===== src/sv/hrdc_pkg.sv =====
// Types, constants and register map of the dominant color classifier.
`default_nettype none
package hrdc_pkg;

	localparam int TALLY_W = 22;
	localparam int PROD_W = 32;
	localparam int RATIO_W = 10;
	localparam int NUM_CFG = 8;
	localparam int CFG_IDX_W = 3;
	localparam int PADDR_W = CFG_IDX_W + 2;
	localparam int PDATA_W = 32;

	localparam int unsigned MAX_FRAME_PIXELS_DEF = 32'd2097152;

	typedef logic [TALLY_W-1:0] tally_t;
	typedef logic [PROD_W-1:0] prod_t;

	localparam tally_t TALLY_FULL = 22'h3FFFFF;
	localparam logic [7:0] HUE_TOP = 8'd180;
	localparam logic [RATIO_W-1:0] RATIO_SCALE = 10'd1000;

	typedef enum logic [1:0] {
		COLOR_OFF    = 2'd0,
		COLOR_RED    = 2'd1,
		COLOR_YELLOW = 2'd2,
		COLOR_GREEN  = 2'd3
	} color_t;

	typedef enum logic [CFG_IDX_W-1:0] {
		REG_RED_HUE_MAX    = 3'd0,
		REG_RED_WRAP_MIN   = 3'd1,
		REG_YELLOW_HUE_MIN = 3'd2,
		REG_YG_SPLIT       = 3'd3,
		REG_GREEN_HUE_MAX  = 3'd4,
		REG_SAT_MIN        = 3'd5,
		REG_VAL_MIN        = 3'd6,
		REG_MIN_RATIO      = 3'd7
	} cfg_reg_t;

	typedef struct packed {
		logic [7:0]         red_hue_max;
		logic [7:0]         red_hue_wrap_min;
		logic [7:0]         yellow_hue_min;
		logic [7:0]         yellow_green_split;
		logic [7:0]         green_hue_max;
		logic [7:0]         sat_min;
		logic [7:0]         val_min;
		logic [RATIO_W-1:0] min_ratio_permille;
	} cfg_t;

	localparam cfg_t CFG_RESET = '{
		red_hue_max:        8'd10,
		red_hue_wrap_min:   8'd170,
		yellow_hue_min:     8'd15,
		yellow_green_split: 8'd40,
		green_hue_max:      8'd90,
		sat_min:            8'd80,
		val_min:            8'd80,
		min_ratio_permille: 10'd80
	};

endpackage
`default_nettype wire


===== src/sv/hrdc_pix_if.sv =====
// Pixel channel: valid/ready handshake carrying one HSV pixel word.
`default_nettype none
interface hrdc_pix_if;
	logic       valid;
	logic       ready;
	logic [7:0] hue;
	logic [7:0] saturation;
	logic [7:0] brightness;
	logic       in_region;
	logic       frame_end;

	modport source (output valid, hue, saturation, brightness, in_region, frame_end,
		input ready);
	modport sink (input valid, hue, saturation, brightness, in_region, frame_end,
		output ready);
endinterface
`default_nettype wire


===== src/sv/hrdc_res_if.sv =====
// Result channel: valid/ready handshake carrying one frame summary word.
`default_nettype none
interface hrdc_res_if;
	logic        valid;
	logic        ready;
	logic [1:0]  color;
	logic [21:0] red_pixels;
	logic [21:0] yellow_pixels;
	logic [21:0] green_pixels;
	logic [21:0] region_pixels;

	modport source (output valid, color, red_pixels, yellow_pixels, green_pixels,
		region_pixels, input ready);
	modport sink (input valid, color, red_pixels, yellow_pixels, green_pixels,
		region_pixels, output ready);
endinterface
`default_nettype wire


===== src/sv/hsv_roi_dominant_color_classifier.sv =====
// A frame-end pixel passes the input, totals, product and output registers in turn.
// Throughput: one pixel per cycle except during a stall; the input register, the tally
// update, a product stage and a compare stage run concurrently.
// A result word waiting at the output stalls the pipe only when it is full.
// Reset (arst_n low, asynchronous) clears all valid flags and tallies and loads the
// register reset values; no clearing pass is needed.
`default_nettype none
module hsv_roi_dominant_color_classifier
	import hrdc_pkg::*;
#(
	parameter int unsigned MAX_FRAME_PIXELS = MAX_FRAME_PIXELS_DEF
) (
	input  wire logic               clk,
	input  wire logic               arst_n,
	hrdc_pix_if.sink                pix,
	hrdc_res_if.source              res,
	input  wire logic               psel,
	input  wire logic               penable,
	input  wire logic               pwrite,
	input  wire logic [PADDR_W-1:0] paddr,
	input  wire logic [PDATA_W-1:0] pwdata,
	output logic      [PDATA_W-1:0] prdata,
	output logic                    pready
);

	localparam tally_t TALLY_CAP = (MAX_FRAME_PIXELS < 32'(TALLY_FULL)) ?
		TALLY_W'(MAX_FRAME_PIXELS) : TALLY_FULL;

	cfg_t cfg;

	hrdc_cfg_regs u_cfg (
		.clk     (clk),
		.arst_n  (arst_n),
		.psel    (psel),
		.penable (penable),
		.pwrite  (pwrite),
		.paddr   (paddr),
		.pwdata  (pwdata),
		.prdata  (prdata),
		.pready  (pready),
		.cfg     (cfg)
	);

	function automatic tally_t bump(tally_t t, logic hit);
		return (hit && (t < TALLY_CAP)) ? TALLY_W'(t + 1'b1) : t;
	endfunction

	// stage 1: input register
	logic       valid_s1;
	logic [7:0] hue_s1, sat_s1, bri_s1;
	logic       region_s1, last_s1;

	// running tallies
	tally_t red_q, yel_q, grn_q, reg_q;

	// stage 2: frame totals
	logic   valid_s2;
	tally_t red_s2, yel_s2, grn_s2, reg_s2;

	// stage 3: products and candidate color
	logic   valid_s3;
	prod_t  pmax_s3, pthr_s3;
	color_t cand_s3;
	logic   nzero_s3;
	tally_t red_s3, yel_s3, grn_s3, reg_s3;

	// output register
	logic   out_valid_q;
	color_t color_q;
	tally_t red_out_q, yel_out_q, grn_out_q, reg_out_q;

	logic out_free, s3_free, s2_free, s1_leave, s1_free, fire_s1;

	assign out_free = !out_valid_q || res.ready;
	assign s3_free  = !valid_s3 || out_free;
	assign s2_free  = !valid_s2 || s3_free;
	// a pixel without the frame mark drains into the tallies at once
	assign s1_leave = !last_s1 || s2_free;
	assign s1_free  = !valid_s1 || s1_leave;
	assign fire_s1  = valid_s1 && s1_leave;
	assign pix.ready = s1_free;

	always_ff @(posedge clk or negedge arst_n) begin
		if (!arst_n) begin
			valid_s1 <= 1'b0;
		end else if (s1_free) begin
			valid_s1 <= pix.valid;
		end
	end

	always_ff @(posedge clk) begin
		if (pix.valid && s1_free) begin
			hue_s1    <= pix.hue;
			sat_s1    <= pix.saturation;
			bri_s1    <= pix.brightness;
			region_s1 <= pix.in_region;
			last_s1   <= pix.frame_end;
		end
	end

	// band tests
	logic   sv_ok, red_hit, yel_hit, grn_hit;
	tally_t red_nx, yel_nx, grn_nx, reg_nx;

	always_comb begin
		sv_ok   = region_s1 && (sat_s1 >= cfg.sat_min) && (bri_s1 >= cfg.val_min);
		red_hit = sv_ok && ((hue_s1 <= cfg.red_hue_max) ||
			((hue_s1 >= cfg.red_hue_wrap_min) && (hue_s1 <= HUE_TOP)));
		yel_hit = sv_ok && (hue_s1 >= cfg.yellow_hue_min) &&
			(hue_s1 <= cfg.yellow_green_split);
		grn_hit = sv_ok && (hue_s1 >= cfg.yellow_green_split) &&
			(hue_s1 <= cfg.green_hue_max);
		red_nx  = bump(red_q, red_hit);
		yel_nx  = bump(yel_q, yel_hit);
		grn_nx  = bump(grn_q, grn_hit);
		reg_nx  = bump(reg_q, region_s1);
	end

	always_ff @(posedge clk or negedge arst_n) begin
		if (!arst_n) begin
			red_q <= '0;
			yel_q <= '0;
			grn_q <= '0;
			reg_q <= '0;
		end else if (fire_s1) begin
			if (last_s1) begin
				red_q <= '0;
				yel_q <= '0;
				grn_q <= '0;
				reg_q <= '0;
			end else begin
				red_q <= red_nx;
				yel_q <= yel_nx;
				grn_q <= grn_nx;
				reg_q <= reg_nx;
			end
		end
	end

	always_ff @(posedge clk or negedge arst_n) begin
		if (!arst_n) begin
			valid_s2 <= 1'b0;
		end else if (s2_free) begin
			valid_s2 <= fire_s1 && last_s1;
		end
	end

	always_ff @(posedge clk) begin
		if (s2_free && fire_s1 && last_s1) begin
			red_s2 <= red_nx;
			yel_s2 <= yel_nx;
			grn_s2 <= grn_nx;
			reg_s2 <= reg_nx;
		end
	end

	// largest band and tie order: red, then yellow, then green
	tally_t mx_s2;
	color_t cand_s2;

	always_comb begin
		mx_s2 = red_s2;
		if (yel_s2 > mx_s2) begin
			mx_s2 = yel_s2;
		end
		if (grn_s2 > mx_s2) begin
			mx_s2 = grn_s2;
		end
		if ((red_s2 >= yel_s2) && (red_s2 >= grn_s2)) begin
			cand_s2 = COLOR_RED;
		end else if (yel_s2 >= grn_s2) begin
			cand_s2 = COLOR_YELLOW;
		end else begin
			cand_s2 = COLOR_GREEN;
		end
	end

	always_ff @(posedge clk or negedge arst_n) begin
		if (!arst_n) begin
			valid_s3 <= 1'b0;
		end else if (s3_free) begin
			valid_s3 <= valid_s2;
		end
	end

	always_ff @(posedge clk) begin
		if (s3_free && valid_s2) begin
			pmax_s3  <= PROD_W'(mx_s2) * PROD_W'(RATIO_SCALE);
			pthr_s3  <= PROD_W'(cfg.min_ratio_permille) * PROD_W'(reg_s2);
			cand_s3  <= cand_s2;
			nzero_s3 <= (reg_s2 == '0);
			red_s3   <= red_s2;
			yel_s3   <= yel_s2;
			grn_s3   <= grn_s2;
			reg_s3   <= reg_s2;
		end
	end

	always_ff @(posedge clk or negedge arst_n) begin
		if (!arst_n) begin
			out_valid_q <= 1'b0;
		end else if (out_free) begin
			out_valid_q <= valid_s3;
		end
	end

	always_ff @(posedge clk) begin
		if (out_free && valid_s3) begin
			color_q   <= (nzero_s3 || (pmax_s3 < pthr_s3)) ? COLOR_OFF : cand_s3;
			red_out_q <= red_s3;
			yel_out_q <= yel_s3;
			grn_out_q <= grn_s3;
			reg_out_q <= reg_s3;
		end
	end

	assign res.valid         = out_valid_q;
	assign res.color         = color_q;
	assign res.red_pixels    = red_out_q;
	assign res.yellow_pixels = yel_out_q;
	assign res.green_pixels  = grn_out_q;
	assign res.region_pixels = reg_out_q;

endmodule
`default_nettype wire


===== src/sv/hrdc_cfg_regs.sv =====
// APB configuration registers of the dominant color classifier.
`default_nettype none
module hrdc_cfg_regs
	import hrdc_pkg::*;
(
	input  wire logic               clk,
	input  wire logic               arst_n,
	input  wire logic               psel,
	input  wire logic               penable,
	input  wire logic               pwrite,
	input  wire logic [PADDR_W-1:0] paddr,
	input  wire logic [PDATA_W-1:0] pwdata,
	output logic      [PDATA_W-1:0] prdata,
	output logic                    pready,
	output cfg_t                    cfg
);

	cfg_t     cfg_q;
	cfg_reg_t idx;
	logic     wr_en;

	assign idx    = cfg_reg_t'(paddr[PADDR_W-1:2]);
	assign wr_en  = psel && penable && pwrite;
	assign pready = 1'b1;
	assign cfg    = cfg_q;

	always_ff @(posedge clk or negedge arst_n) begin
		if (!arst_n) begin
			cfg_q <= CFG_RESET;
		end else if (wr_en) begin
			case (idx)
				REG_RED_HUE_MAX:    cfg_q.red_hue_max        <= pwdata[7:0];
				REG_RED_WRAP_MIN:   cfg_q.red_hue_wrap_min   <= pwdata[7:0];
				REG_YELLOW_HUE_MIN: cfg_q.yellow_hue_min     <= pwdata[7:0];
				REG_YG_SPLIT:       cfg_q.yellow_green_split <= pwdata[7:0];
				REG_GREEN_HUE_MAX:  cfg_q.green_hue_max      <= pwdata[7:0];
				REG_SAT_MIN:        cfg_q.sat_min            <= pwdata[7:0];
				REG_VAL_MIN:        cfg_q.val_min            <= pwdata[7:0];
				REG_MIN_RATIO:      cfg_q.min_ratio_permille <= pwdata[RATIO_W-1:0];
				default:            cfg_q                    <= cfg_q;
			endcase
		end
	end

	always_comb begin
		case (idx)
			REG_RED_HUE_MAX:    prdata = PDATA_W'(cfg_q.red_hue_max);
			REG_RED_WRAP_MIN:   prdata = PDATA_W'(cfg_q.red_hue_wrap_min);
			REG_YELLOW_HUE_MIN: prdata = PDATA_W'(cfg_q.yellow_hue_min);
			REG_YG_SPLIT:       prdata = PDATA_W'(cfg_q.yellow_green_split);
			REG_GREEN_HUE_MAX:  prdata = PDATA_W'(cfg_q.green_hue_max);
			REG_SAT_MIN:        prdata = PDATA_W'(cfg_q.sat_min);
			REG_VAL_MIN:        prdata = PDATA_W'(cfg_q.val_min);
			REG_MIN_RATIO:      prdata = PDATA_W'(cfg_q.min_ratio_permille);
			default:            prdata = '0;
		endcase
	end

endmodule
`default_nettype wire


===== src/flat_wrapper.sv =====
// flat-port wrapper written by rule: the top's interface ports become plain ports
module hsv_roi_dominant_color_classifier_flat import hrdc_pkg::*;
#(
	parameter int unsigned MAX_FRAME_PIXELS = MAX_FRAME_PIXELS_DEF
)
  (clk, arst_n, psel, penable, pwrite, paddr, pwdata, prdata, pready, pix_valid, pix_hue, pix_saturation, pix_brightness, pix_in_region, pix_frame_end, pix_ready, res_valid, res_color, res_red_pixels, res_yellow_pixels, res_green_pixels, res_region_pixels, res_ready);
  hrdc_pix_if pix_i ();
  hrdc_res_if res_i ();
  input  wire logic clk;
  input  wire logic arst_n;
  input  wire logic psel;
  input  wire logic penable;
  input  wire logic pwrite;
  input  wire logic [PADDR_W-1:0] paddr;
  input  wire logic [PDATA_W-1:0] pwdata;
  output logic      [PDATA_W-1:0] prdata;
  output logic pready;
  input wire logic [$bits(pix_i.valid)-1:0] pix_valid;
  input wire logic [$bits(pix_i.hue)-1:0] pix_hue;
  input wire logic [$bits(pix_i.saturation)-1:0] pix_saturation;
  input wire logic [$bits(pix_i.brightness)-1:0] pix_brightness;
  input wire logic [$bits(pix_i.in_region)-1:0] pix_in_region;
  input wire logic [$bits(pix_i.frame_end)-1:0] pix_frame_end;
  output wire logic [$bits(pix_i.ready)-1:0] pix_ready;
  output wire logic [$bits(res_i.valid)-1:0] res_valid;
  output wire logic [$bits(res_i.color)-1:0] res_color;
  output wire logic [$bits(res_i.red_pixels)-1:0] res_red_pixels;
  output wire logic [$bits(res_i.yellow_pixels)-1:0] res_yellow_pixels;
  output wire logic [$bits(res_i.green_pixels)-1:0] res_green_pixels;
  output wire logic [$bits(res_i.region_pixels)-1:0] res_region_pixels;
  input wire logic [$bits(res_i.ready)-1:0] res_ready;
  assign pix_i.valid = pix_valid;
  assign pix_i.hue = pix_hue;
  assign pix_i.saturation = pix_saturation;
  assign pix_i.brightness = pix_brightness;
  assign pix_i.in_region = pix_in_region;
  assign pix_i.frame_end = pix_frame_end;
  assign pix_ready = pix_i.ready;
  assign res_valid = res_i.valid;
  assign res_color = res_i.color;
  assign res_red_pixels = res_i.red_pixels;
  assign res_yellow_pixels = res_i.yellow_pixels;
  assign res_green_pixels = res_i.green_pixels;
  assign res_region_pixels = res_i.region_pixels;
  assign res_i.ready = res_ready;
  hsv_roi_dominant_color_classifier #(.MAX_FRAME_PIXELS(MAX_FRAME_PIXELS)) u_core (.clk(clk), .arst_n(arst_n), .pix(pix_i), .res(res_i), .psel(psel), .penable(penable), .pwrite(pwrite), .paddr(paddr), .pwdata(pwdata), .prdata(prdata), .pready(pready));
endmodule

===== config.mk =====
export PLATFORM = sky130hd
export DESIGN_NAME = hsv_roi_dominant_color_classifier_flat
export DESIGN_NICKNAME = d
export VERILOG_FILES = /design/src/sv/hrdc_pkg.sv /design/src/sv/hrdc_pix_if.sv /design/src/sv/hrdc_res_if.sv /design/src/sv/hsv_roi_dominant_color_classifier.sv /design/src/sv/hrdc_cfg_regs.sv /design/src/flat_wrapper.sv
export SDC_FILE = /design/constraint.sdc
export NUM_CORES = 1
export LEC_CHECK = 0
export BUFFER_PORTS_ARGS = -buffer_cell sky130_fd_sc_hd__clkbuf_2
export CAP_MARGIN = 25
export CORE_MARGIN = 10
export CORE_UTILIZATION = 57
export CTS_BUF_LIST = sky130_fd_sc_hd__clkbuf_16
export DETAILED_ROUTE_END_ITERATION = 12
export GPL_ROUTABILITY_DRIVEN = 0
export PLACE_DENSITY = 0.78
export SLEW_MARGIN = 10
export SYNTH_ARGS = -nofsm -noshare
export SYNTH_HDL_FRONTEND = slang
export SYNTH_SLANG_ARGS = --single-unit

===== constraint.sdc =====
create_clock -name clk -period 13.2 [get_ports clk]
set_clock_uncertainty 0.15 [all_clocks]
set_input_delay 0.66 -clock clk [delete_from_list [all_inputs] [get_ports clk]]
set_output_delay 0.66 -clock clk [all_outputs]
set_load 0.005 [all_outputs]

==> results of run 1 <==
[cell families (layout without fill, tap and decap cells)]
kind of cell | count (synthesis) | after routing | synth area share (%)
AOI/OAI and AO/OA | 617 | 617 | 11.4
xor gates and xnor gates | 154 | 154 | 3.83
adders and majority gates | 532 | 532 | 23.6
buffers and inverters | 517 | 646 | 5.91
DFF | 514 | 514 | 41.4
muxes | 65 | 65 | 2.17
other | 2 | 23 | 0.0212
and+or+nand+nor | 831 | 831 | 11.6
[worst max-delay path: cells and delay by family (launching register included)]
family / cells / cell delay, ns
AO/OA/AOI/OAI: 17 / 3.92
adder cells (fa/ha/maj): 8 / 3.26
AND/OR/NAND/NOR: 5 / 1.12
multiplexers: 1 / 0.63
flip-flops: 1 / 0.50
buffers and inverters: 3 / 0.46
XOR/XNOR: 1 / 0.07
[layout make-up]
cell class                      count  share of cell area, %
Inverter                          372                   3.62
Timing Repair Buffer              172                   2.50
Clock buffer                       55                   3.56
Sequential cell                   514                   38.0
Multi-Input combinational cell   2222                   48.6
Clock inverter                     47                  0.998
Tap cell                          837                   2.71
[what timing repair did]
item | CTS | global route
resized for setup | 0 | 0
hold endpoints to repair | 47 | 0
hold buffers | 1 | 0
[final timing paths]
path	from	to	slack, ns	depth (start not counted)
worst max-delay path	u_core.red_s2[10]	u_core.pmax_s3[24]	2.79	35
worst min-delay path	pix_hue[0]	u_core.hue_s1[0]	0.04	1
worst max register to register	u_core.red_s2[10]	u_core.pmax_s3[24]	2.79	35
worst min register to register	u_core.grn_s3[18]	u_core.res.green_pixels[18]	0.25	0
max in group asynchronous	arst_n	u_core.reg_q[8]	11.30	3
min in group asynchronous	arst_n	u_core.grn_q[1]	0.41	2
[layer usage]
layer	GRT usage, %	vias to the layer above
met3	3.82	180
met2	37.9	886
met1	29.5	12163
met4	6.77	0
met5	0	-
li1	-	11392
[synthesized netlist by cell type, drive strengths merged (22+ instances only)]
library cell / instances
and2: 112
nand4: 42
o21a: 47
dfrtp: 136
nor2: 113
edfxtp: 356
clkbuf: 100
o31ai: 24
nand2: 343
and3: 27
mux2i: 34
fa: 226
nor3: 31
ha: 303
buf: 45
xnor2: 114
nand2b: 24
mux2: 29
o21ai: 209
inv: 371
a21oi: 113
a21o: 53
nand3: 60
xor2: 40
a31oi: 22
dfstp: 22
[report_power, final]
part	total (W)	switching (W)	internal (W)
sequential	0.00238	0.000123	0.00226
clock	0.00150	0.000654	0.000844
combinational	0.00587	0.00322	0.00265
total	0.00975	0.00400	0.00575
[through the flow]
| step | area (um^2) | total power [W] | cells |
|---|---|---|---|
| floorplan | 35500 | 0.00710 | 3253 |
| global route | 38600 | 0.0108 | 4219 |
| CTS | 38600 | 0.00983 | 4218 |
| finish | 38600 | 0.00975 | 4219 |
| global placement | 36800 | 0.00813 | 4113 |
| detailed placement | 36800 | 0.00827 | 4115 |
==> impl_metrics.tcl, run 1 <==
set metrics [dict create \
    final_core_util_pct 62.7 \
    min_period_over_period_pct 78.9 \
    post_drt_wl_per_cell_um 19.4 \
    critPathCaptureType "register" \
    port-buffer-count 147 \
    ir_drop_uv 380 \
    synth_top_area_share_pct 30.2 \
    ys_types 99 \
    timing.hold.ws_ns 0.0444 \
    wl_met3_mm 5.92 \
    seqCellArea_um2 14700 \
    dr_wl_met2_mm 39.9 \
    routed.top_layer "met4" \
    fin_tns_setup_ns 0 \
    fmax_ghz 0.0961 \
    synth-edff-count 356 \
    avgSynthCellArea_um2 11.0 \
    cpMostUsedCell "fa_1" \
    cts.sinks 514 \
    synth_area_leaders "edfxtp_1 (30%), fa_1 (13%), ha_1 (11%)" \
    wl_mm 81.9 \
    hold_class "primary input to register" \
    numCtsBuffers 54 \
    design.core.area_um2 61600 \
    power_density_nw_per_um2 253 \
    largest_register_ffs 66 \
    rsz0062_at_grt "no" \
    slowest_stage "nand2_2" \
    grt_start_max_net_pins 153 \
    final_nets 3935 \
    ys_seq_area_share_pct 41.4 \
    slew_viol_final 0 \
    final_cell_mix "inv_1 (384), edfxtp_1 (356), nand2_1 (338)" \
    num_rows 91 \
    cpPeakStageDelay_ns 0.63 \
    drc_errors 0 \
    grt_overflow_total 0 \
    die_area_um2 72500 \
    num_antenna_cells 0 \
    finalCriticalPeriod_ns 10.41 \
    grt_pass1_wl_mm 133 \
    start_util_pct 57.5 \
    clkTransAtPathRegs_ns 0.06 \
    post_cts_buffers 0 \
    met1Wirelength_mm 33.6 \
    antenna_found_initial 1 \
    critPathArrivalTime_ns 10.60 \
    clkLatencyLatePin_ns 0.64 \
    firstDrtPassIters 5 \
    routed-via-count 24621 \
    cp_max_fo 58 \
    grt_pass1_vias 25059 \
    yosysTopAreaCell "edfxtp_1" \
    synthCells 3232 \
    vias_per_cell 5.84 \
    status "finished clean" \
    cts_tree "yes" \
    final_common_cell "inv_1" \
    tightest_slew_ns 0.968 \
    setup_slack_ns 2.79 \
    leakage_nw 17.3 \
    setup_viol 0 \
    synth_ff_type "edfxtp_1" \
    relSlewSlack_pct 35.1 \
    area_growth_pct 9.03 \
    drive_gt1_share_pct 10.9 \
    multi_input_area_um2 18800 \
    synthesis.area_um2 35400 \
    critPathKind "register to register" \
    cts_buffer_depth 3 \
    cts_max_level 2 \
    crit_required_ns 13.39 \
    die_w_um 269 \
    finalHoldViolCount 0 \
    top_level_ports 195 \
    track_usage_pct 22.5 \
    ys_ff_latch 514 \
    synthArstFlopShare_pct 30.7 \
    cts_root_buf "clkbuf_16" \
    start_kind "register" \
    cap_violations 0 \
    fp.dieH_um 269 \
    synthesis.yosys.warnings 0 \
    ant_nets 0 \
    dp_slack_ns 2.72 \
    first_iter_violations 2255 \
    n_fill_cell 4776 \
    dp.final_hpwl_mm 59.9 \
]
No activity file was read; power rests on OpenSTA's default activity.
==> inputs of run 2 (changes only) <==
--- a/config.mk
+++ b/config.mk
@@ -8,11 +8,11 @@
 export BUFFER_PORTS_ARGS = -buffer_cell sky130_fd_sc_hd__clkbuf_2
 export CAP_MARGIN = 25
 export CORE_MARGIN = 10
-export CORE_UTILIZATION = 57
+export CORE_UTILIZATION = 60
 export CTS_BUF_LIST = sky130_fd_sc_hd__clkbuf_16
 export DETAILED_ROUTE_END_ITERATION = 12
 export GPL_ROUTABILITY_DRIVEN = 0
-export PLACE_DENSITY = 0.78
+export PLACE_DENSITY = 0.79
 export SLEW_MARGIN = 10
 export SYNTH_ARGS = -nofsm -noshare
 export SYNTH_HDL_FRONTEND = slang
==> constraint.sdc (replaced) <==
create_clock -name clk -period 9.85 [get_ports clk]
set_clock_uncertainty 0.15 [all_clocks]
set_input_delay 0.4925 -clock clk [delete_from_list [all_inputs] [get_ports clk]]
set_output_delay 0.4925 -clock clk [all_outputs]
set_load 0.005 [all_outputs]
==> impl_metrics.tcl, run 2 (synthesized netlist as in run 1, its figures left out) <==
set metrics [dict create \
    first_iter_violations 2460 \
    cp_max_fo 15 \
    multi_input_area_um2 18800 \
    firstDrtPassIters 6 \
    final_common_cell "inv_1" \
    min_period_over_period_pct 96.1 \
    intPower_w 0.00784 \
    p_sw_w 0.00563 \
    fmax_ghz 0.106 \
    n_fill_cell 4114 \
    critPathArrivalTime_ns 9.68 \
    hold_class "primary input to register" \
    instances_no_fill 4200 \
    setup_viol 0 \
    num_rows 88 \
    post_drt_wl_per_cell_um 20.7 \
    critPathBufInv 4 \
    clkTransAtPathRegs_ns 0.07 \
    finalCriticalPeriod_ns 9.46 \
    cts.sinks 514 \
    fp.dieH_um 263 \
    status "finished clean" \
    ant_nets 0 \
    timing.hold.ws_ns 0.0841 \
    p_comb_share_pct 60.4 \
    wl_mm 86.9 \
    seqCellArea_um2 14700 \
    numCtsBuffers 54 \
    relSlewSlack_pct 34.3 \
    design.core.area_um2 58000 \
    port-buffer-count 147 \
    cts_root_buf "clkbuf_16" \
    antenna_found_initial 4 \
    grt_overflow_total 0 \
    track_usage_pct 24.7 \
    final_nets 3986 \
    start_kind "register" \
    critPathCaptureType "register" \
    vias_per_cell 6.08 \
    critPathKind "register to register" \
    cp_top_family "compound AO/OA/AOI/OAI gates" \
    leakage_nw 17.6 \
    drive_gt1_share_pct 11.6 \
    dp.cells 4060 \
    cpPeakStageDelay_ns 0.55 \
    p_clk_share_pct 15.8 \
    die_w_um 263 \
    ir_drop_uv 523 \
    routed-via-count 25531 \
    switching_share_pct 41.8 \
    area_growth_pct 10.5 \
    dp.final_hpwl_mm 63.1 \
    cts_max_level 2 \
    cts_tree "yes" \
    final_cell_mix "inv_1 (382), edfxtp_1 (356), nand2_1 (338)" \
    drc_errors 0 \
    grt_pass1_vias 26644 \
    top_level_ports 195 \
    tightest_slew_ns 0.981 \
    slew_viol_final 0 \
    cts_buffer_depth 3 \
    pwr-share-seq_pct 23.9 \
    start_util_pct 61.0 \
    power_density_nw_per_um2 344 \
    grt_start_max_net_pins 102 \
    cpMostUsedCell "ha_1" \
    clkLatencyLatePin_ns 0.64 \
    slowest_stage "fa_1" \
    crit_required_ns 10.07 \
    finalHoldViolCount 0 \
    die_area_um2 69100 \
    largest_register_ffs 66 \
    cap_violations 0 \
    grt_pass1_wl_mm 139 \
]
-- run 2: cell types whose count changed in the layout (fill, tap and decap cells not counted), moves of 2 or more --
cell / before / now
inv_6: 3 / 1
clkinv_2: 8 / 5
diode_2: 0 / 2
inv_1: 384 / 382
dlygate4sd3_1: 1 / 30
buf_12: 2 / 0
bufinv_16: 4 / 8
inv_16: 2 / 0
buf_4: 21 / 42
clkinvlp_4: 1 / 5
-- run 2: layout make-up --
class,count,area share [%]
antenna,2,0.0128
clock buffer,55,3.52
clock inverter,47,1.26
inverter,372,3.57
multi-input combinational,2224,48.1
sequential,514,37.5
tap,765,2.45
timing repair buffer,221,3.58
-- run 2: routing by layer --
| layer | global-route usage [%] | vias up | share of wire (%) |
|---|---|---|---|
| met5 | 0 | - | 0.026 |
| met4 | 11.0 | 4 | 4.1 |
| met3 | 4.63 | 271 | 8.3 |
| li1 | - | 11483 | - |
| met2 | 40.8 | 1137 | 48 |
| met1 | 31.1 | 12636 | 39 |
-- run 2: repair_timing --
item,4_1_cts,5_1_grt
hold endpoints to repair,107,0
gates resized for setup,0,10
endpoints found under the setup margin,0,10
hold buffers,30,0
buffers inserted,0,3
-- run 2: final timing paths --
path / start / end / cells past startpoint / slack (ns)
worst max-delay path: u_core.yel_s2[4] / u_core.pmax_s3[24] / 34 / 0.39
worst min-delay path: pwdata[4] / u_core.u_cfg.cfg[22] / 3 / 0.08
worst max register to register: u_core.yel_s2[4] / u_core.pmax_s3[24] / 34 / 0.39
worst min register to register: u_core.reg_s3[17] / u_core.res.region_pixels[17] / 0 / 0.26
max in group asynchronous: arst_n / u_core.red_q[11] / 3 / 7.81
min in group asynchronous: arst_n / u_core.res.valid / 2 / 0.40
-- run 2: worst register-to-register path: cells and delay by family (launching register included) --
kind / cells / cell delay, ns
compound gates: 16 / 3.51
xor+xnor: 1 / 0.07
fa+ha+maj: 8 / 3.26
buf+inv: 4 / 0.54
flops: 1 / 0.49
mux: 1 / 0.42
simple gates: 4 / 0.78
-- run 2: power by group through the flow --
stage | Sequential, W | Clock, W | Combinational (W)
after floorplan | 0.00316 | 0 | 0.00635
after global placement | 0.00324 | 0 | 0.00763
after detailed placement | 0.00325 | 0 | 0.00800
after CTS | 0.00321 | 0.00215 | 0.00809
after global routing | 0.00324 | 0.00224 | 0.00919
final | 0.00321 | 0.00212 | 0.00813
-- run 2: per-stage QoR --
step | instance area [um^2] | total power [W] | util, % | setup slack [ns] | TNS (ns)
2_1_floorplan | 35500 | 0.00951 | - | 0.914 | 0
6_report | 39100 | 0.0135 | 67.4 | 0.387 | 0
4_1_cts | 39000 | 0.0134 | 67.2 | 0.0613 | 0
3_3_place_gp | 36800 | 0.0109 | 63.5 | 0.446 | 0
5_1_grt | 39100 | 0.0147 | 67.4 | -0.0219 | -0.0219
3_5_place_dp | 36800 | 0.0112 | 63.5 | 0.101 | 0
==> inputs of run 3 (changes only) <==
--- a/config.mk
+++ b/config.mk
@@ -16,4 +16,6 @@
 export SLEW_MARGIN = 10
 export SYNTH_ARGS = -nofsm -noshare
 export SYNTH_HDL_FRONTEND = slang
+export SYNTH_HIERARCHICAL = 1
 export SYNTH_SLANG_ARGS = --single-unit
+export TNS_END_PERCENT = 50
==> impl_metrics.tcl, run 3 <==
set metrics [dict create \
    grt_pass1_wl_mm 144 \
    num_antenna_cells 0 \
    synth_area_leaders "edfxtp_1 (30%), fa_1 (12%), ha_1 (11%)" \
    area_growth_pct 10.5 \
    synthesis.yosys.warnings 6 \
    clkLatencyLatePin_ns 0.62 \
    dp.final_hpwl_mm 66.7 \
    antenna_found_initial 5 \
    fmax_ghz 0.105 \
    final_common_cell "inv_1" \
    die_w_um 264 \
    slew_viol_final 0 \
    wl_mm 90.4 \
    drc_errors 0 \
    ys_ff_latch 514 \
    yosysTopAreaCell "edfxtp_1" \
    avgSynthCellArea_um2 10.9 \
    p_clk_share_pct 14.9 \
    firstDrtPassIters 6 \
    synth-edff-count 356 \
    grt_overflow_total 0 \
    num_rows 89 \
    power_density_nw_per_um2 340 \
    first_iter_violations 2882 \
    ant_nets 0 \
    fin_total_pwr_w 0.0134 \
    top_level_ports 195 \
    critPathKind "register to register" \
    slowest_stage "or4_1" \
    tightest_slew_ns 1.03 \
    p_comb_share_pct 60.3 \
    start_kind "register" \
    cts.sinks 514 \
    cpPeakStageDelay_ns 0.58 \
    fp.dieH_um 264 \
    pwr-share-seq_pct 24.8 \
    intPower_w 0.00768 \
    instances_no_fill 4246 \
    yosys-top-cells-count "inv_1 (357), edfxtp_1 (356), nand2_1 (314)" \
    critPathArrivalTime_ns 9.72 \
    design.core.area_um2 58900 \
    start_util_pct 60.5 \
    switching_share_pct 42.6 \
    routed-via-count 25832 \
    die_area_um2 69600 \
    ys_types 84 \
    finalHoldViolCount 0 \
    port-buffer-count 147 \
    p_sw_w 0.00570 \
    cap_violations 0 \
    grt_pass1_vias 27013 \
    synth_ff_type "edfxtp_1" \
    final_nets 4021 \
    post_drt_wl_per_cell_um 21.3 \
    crit_required_ns 10.03 \
    n_fill_cell 4205 \
    cts_buffer_depth 3 \
    cp_max_fo 12 \
    ys_seq_area_share_pct 41.1 \
    leakage_nw 17.6 \
    clkTransAtPathRegs_ns 0.07 \
    grt_start_max_net_pins 81 \
    synthesis.area_um2 35700 \
    synthCells 3277 \
    synth_top_area_share_pct 30.0 \
    synth.most_common_cell "inv_1" \
    final_cell_mix "inv_1 (365), edfxtp_1 (356), nand2_1 (313)" \
    cts_tree "yes" \
    ir_drop_uv 512 \
    numCtsBuffers 53 \
    vias_per_cell 6.08 \
    dp.cells 4107 \
    fin_tns_setup_ns 0 \
    finalCriticalPeriod_ns 9.54 \
    critPathCaptureType "register" \
    synthArstFlopShare_pct 30.7 \
    drive_gt1_share_pct 12.1 \
    cts_max_level 2 \
    min_period_over_period_pct 96.9 \
    cts_root_buf "clkbuf_16" \
    largest_register_ffs 66 \
    hold_class "primary input to register" \
    setup_viol 0 \
    relSlewSlack_pct 31.4 \
    track_usage_pct 25.4 \
    status "finished clean" \
]
run 3: cell count changes in the layout (fill, tap and decap cells not counted), moves of 25 or more:
cell | previous run | this run
xor2_1 | 40 | 66
a21oi_1 | 111 | 139
nor2_1 | 112 | 146
mux2_2 | 28 | 60
o21ai_0 | 175 | 117
nand2_1 | 338 | 313
mux2i_1 | 26 | 58
o21ai_1 | 31 | 5
nor3_1 | 25 | 56
run 3: routing by layer:
| layer | global-route usage (%) | up-vias | part of all wire (%) |
|---|---|---|---|
| met5 | 0 | - | 0.029 |
| met4 | 9.44 | 4 | 3.7 |
| met3 | 4.67 | 268 | 8.9 |
| met2 | 42.4 | 1265 | 48 |
| met1 | 32.6 | 12709 | 39 |
| li1 | - | 11586 | - |
run 3: logic make-up (layout without fill, tap and decap cells):
family	after synthesis	after routing	synth area share, %
simple gates	884	884	12.2
fa+ha+maj	529	529	23.2
compound gates	527	528	9.48
buf+inv	517	691	5.84
flops	514	514	41.1
xor+xnor	178	178	4.37
mux	126	126	3.78
other cells	2	23	0.0211
run 3: final cells by class:
type | count | area (um^2) | share of cell area (%)
inverters | 359 | 1350 | 3.42
clock inverters | 44 | 367 | 0.931
clock buffers | 55 | 1380 | 3.49
multi-input cells | 2268 | 19200 | 48.6
well taps | 773 | 967 | 2.46
repair buffers | 233 | 1510 | 3.82
flip-flops and latches | 514 | 14700 | 37.2
run 3: through the flow:
step | instance area, um^2 | util, % | hold slack [ns] | worst slack (ns)
after global placement | 37100 | 63.0 | 0.253 | 0.0888
after CTS | 39200 | 66.5 | 0.0672 | 0.0317
after detailed placement | 37100 | 63.0 | 0.255 | -0.195
after global routing | 39400 | 66.9 | 0.109 | -0.00955
final | 39400 | 66.9 | 0.0924 | 0.309
after floorplan | 35700 | - | 0.0469 | 0.681
run 3: power groups by stage:
stage | sequential [W] | clock (W) | combinational (W)
final | 0.00331 | 0.00200 | 0.00807
after global routing | 0.00334 | 0.00212 | 0.00911
after CTS | 0.00330 | 0.00202 | 0.00801
after detailed placement | 0.00335 | 0 | 0.00791
after global placement | 0.00333 | 0 | 0.00761
after floorplan | 0.00322 | 0 | 0.00617
run 3: critical path: cells and delay by family, from the launching register on:
family                   cells  cell delay (ns)
AO/OA/AOI/OAI               10             2.26
XOR/XNOR                     1             0.13
adder cells (fa/ha/maj)      7             3.17
buffers and inverters        7             0.82
flip-flops                   1             0.46
AND/OR/NAND/NOR             11             2.26
run 3: what timing repair did:
item	4_1_cts	5_1_grt
resized for setup	5	18
pin swaps	1	3
endpoints found under the setup margin	3	9
hold buffers	30	0
setup buffers	0	7
hold endpoints to repair	108	0
cloned	1	0
run 3: final timing paths:
| path | startpoint | end | slack (ns) | depth (start not counted) |
|---|---|---|---|---|
| min reg2reg | u_core/yel_s3[12] | u_core/res.yellow_pixels[12] | 0.26 | 0 |
| max reg2reg | u_core/red_s2[17] | u_core/pmax_s3[31] | 0.31 | 36 |
| min | pwdata[0] | u_core/u_cfg/cfg[58] | 0.09 | 2 |
| max in group asynchronous | arst_n | u_core/u_cfg/cfg[4] | 8.06 | 4 |
| min in group asynchronous | arst_n | u_core/grn_q[16] | 0.33 | 2 |
| max | u_core/red_s2[17] | u_core/pmax_s3[31] | 0.31 | 36 |
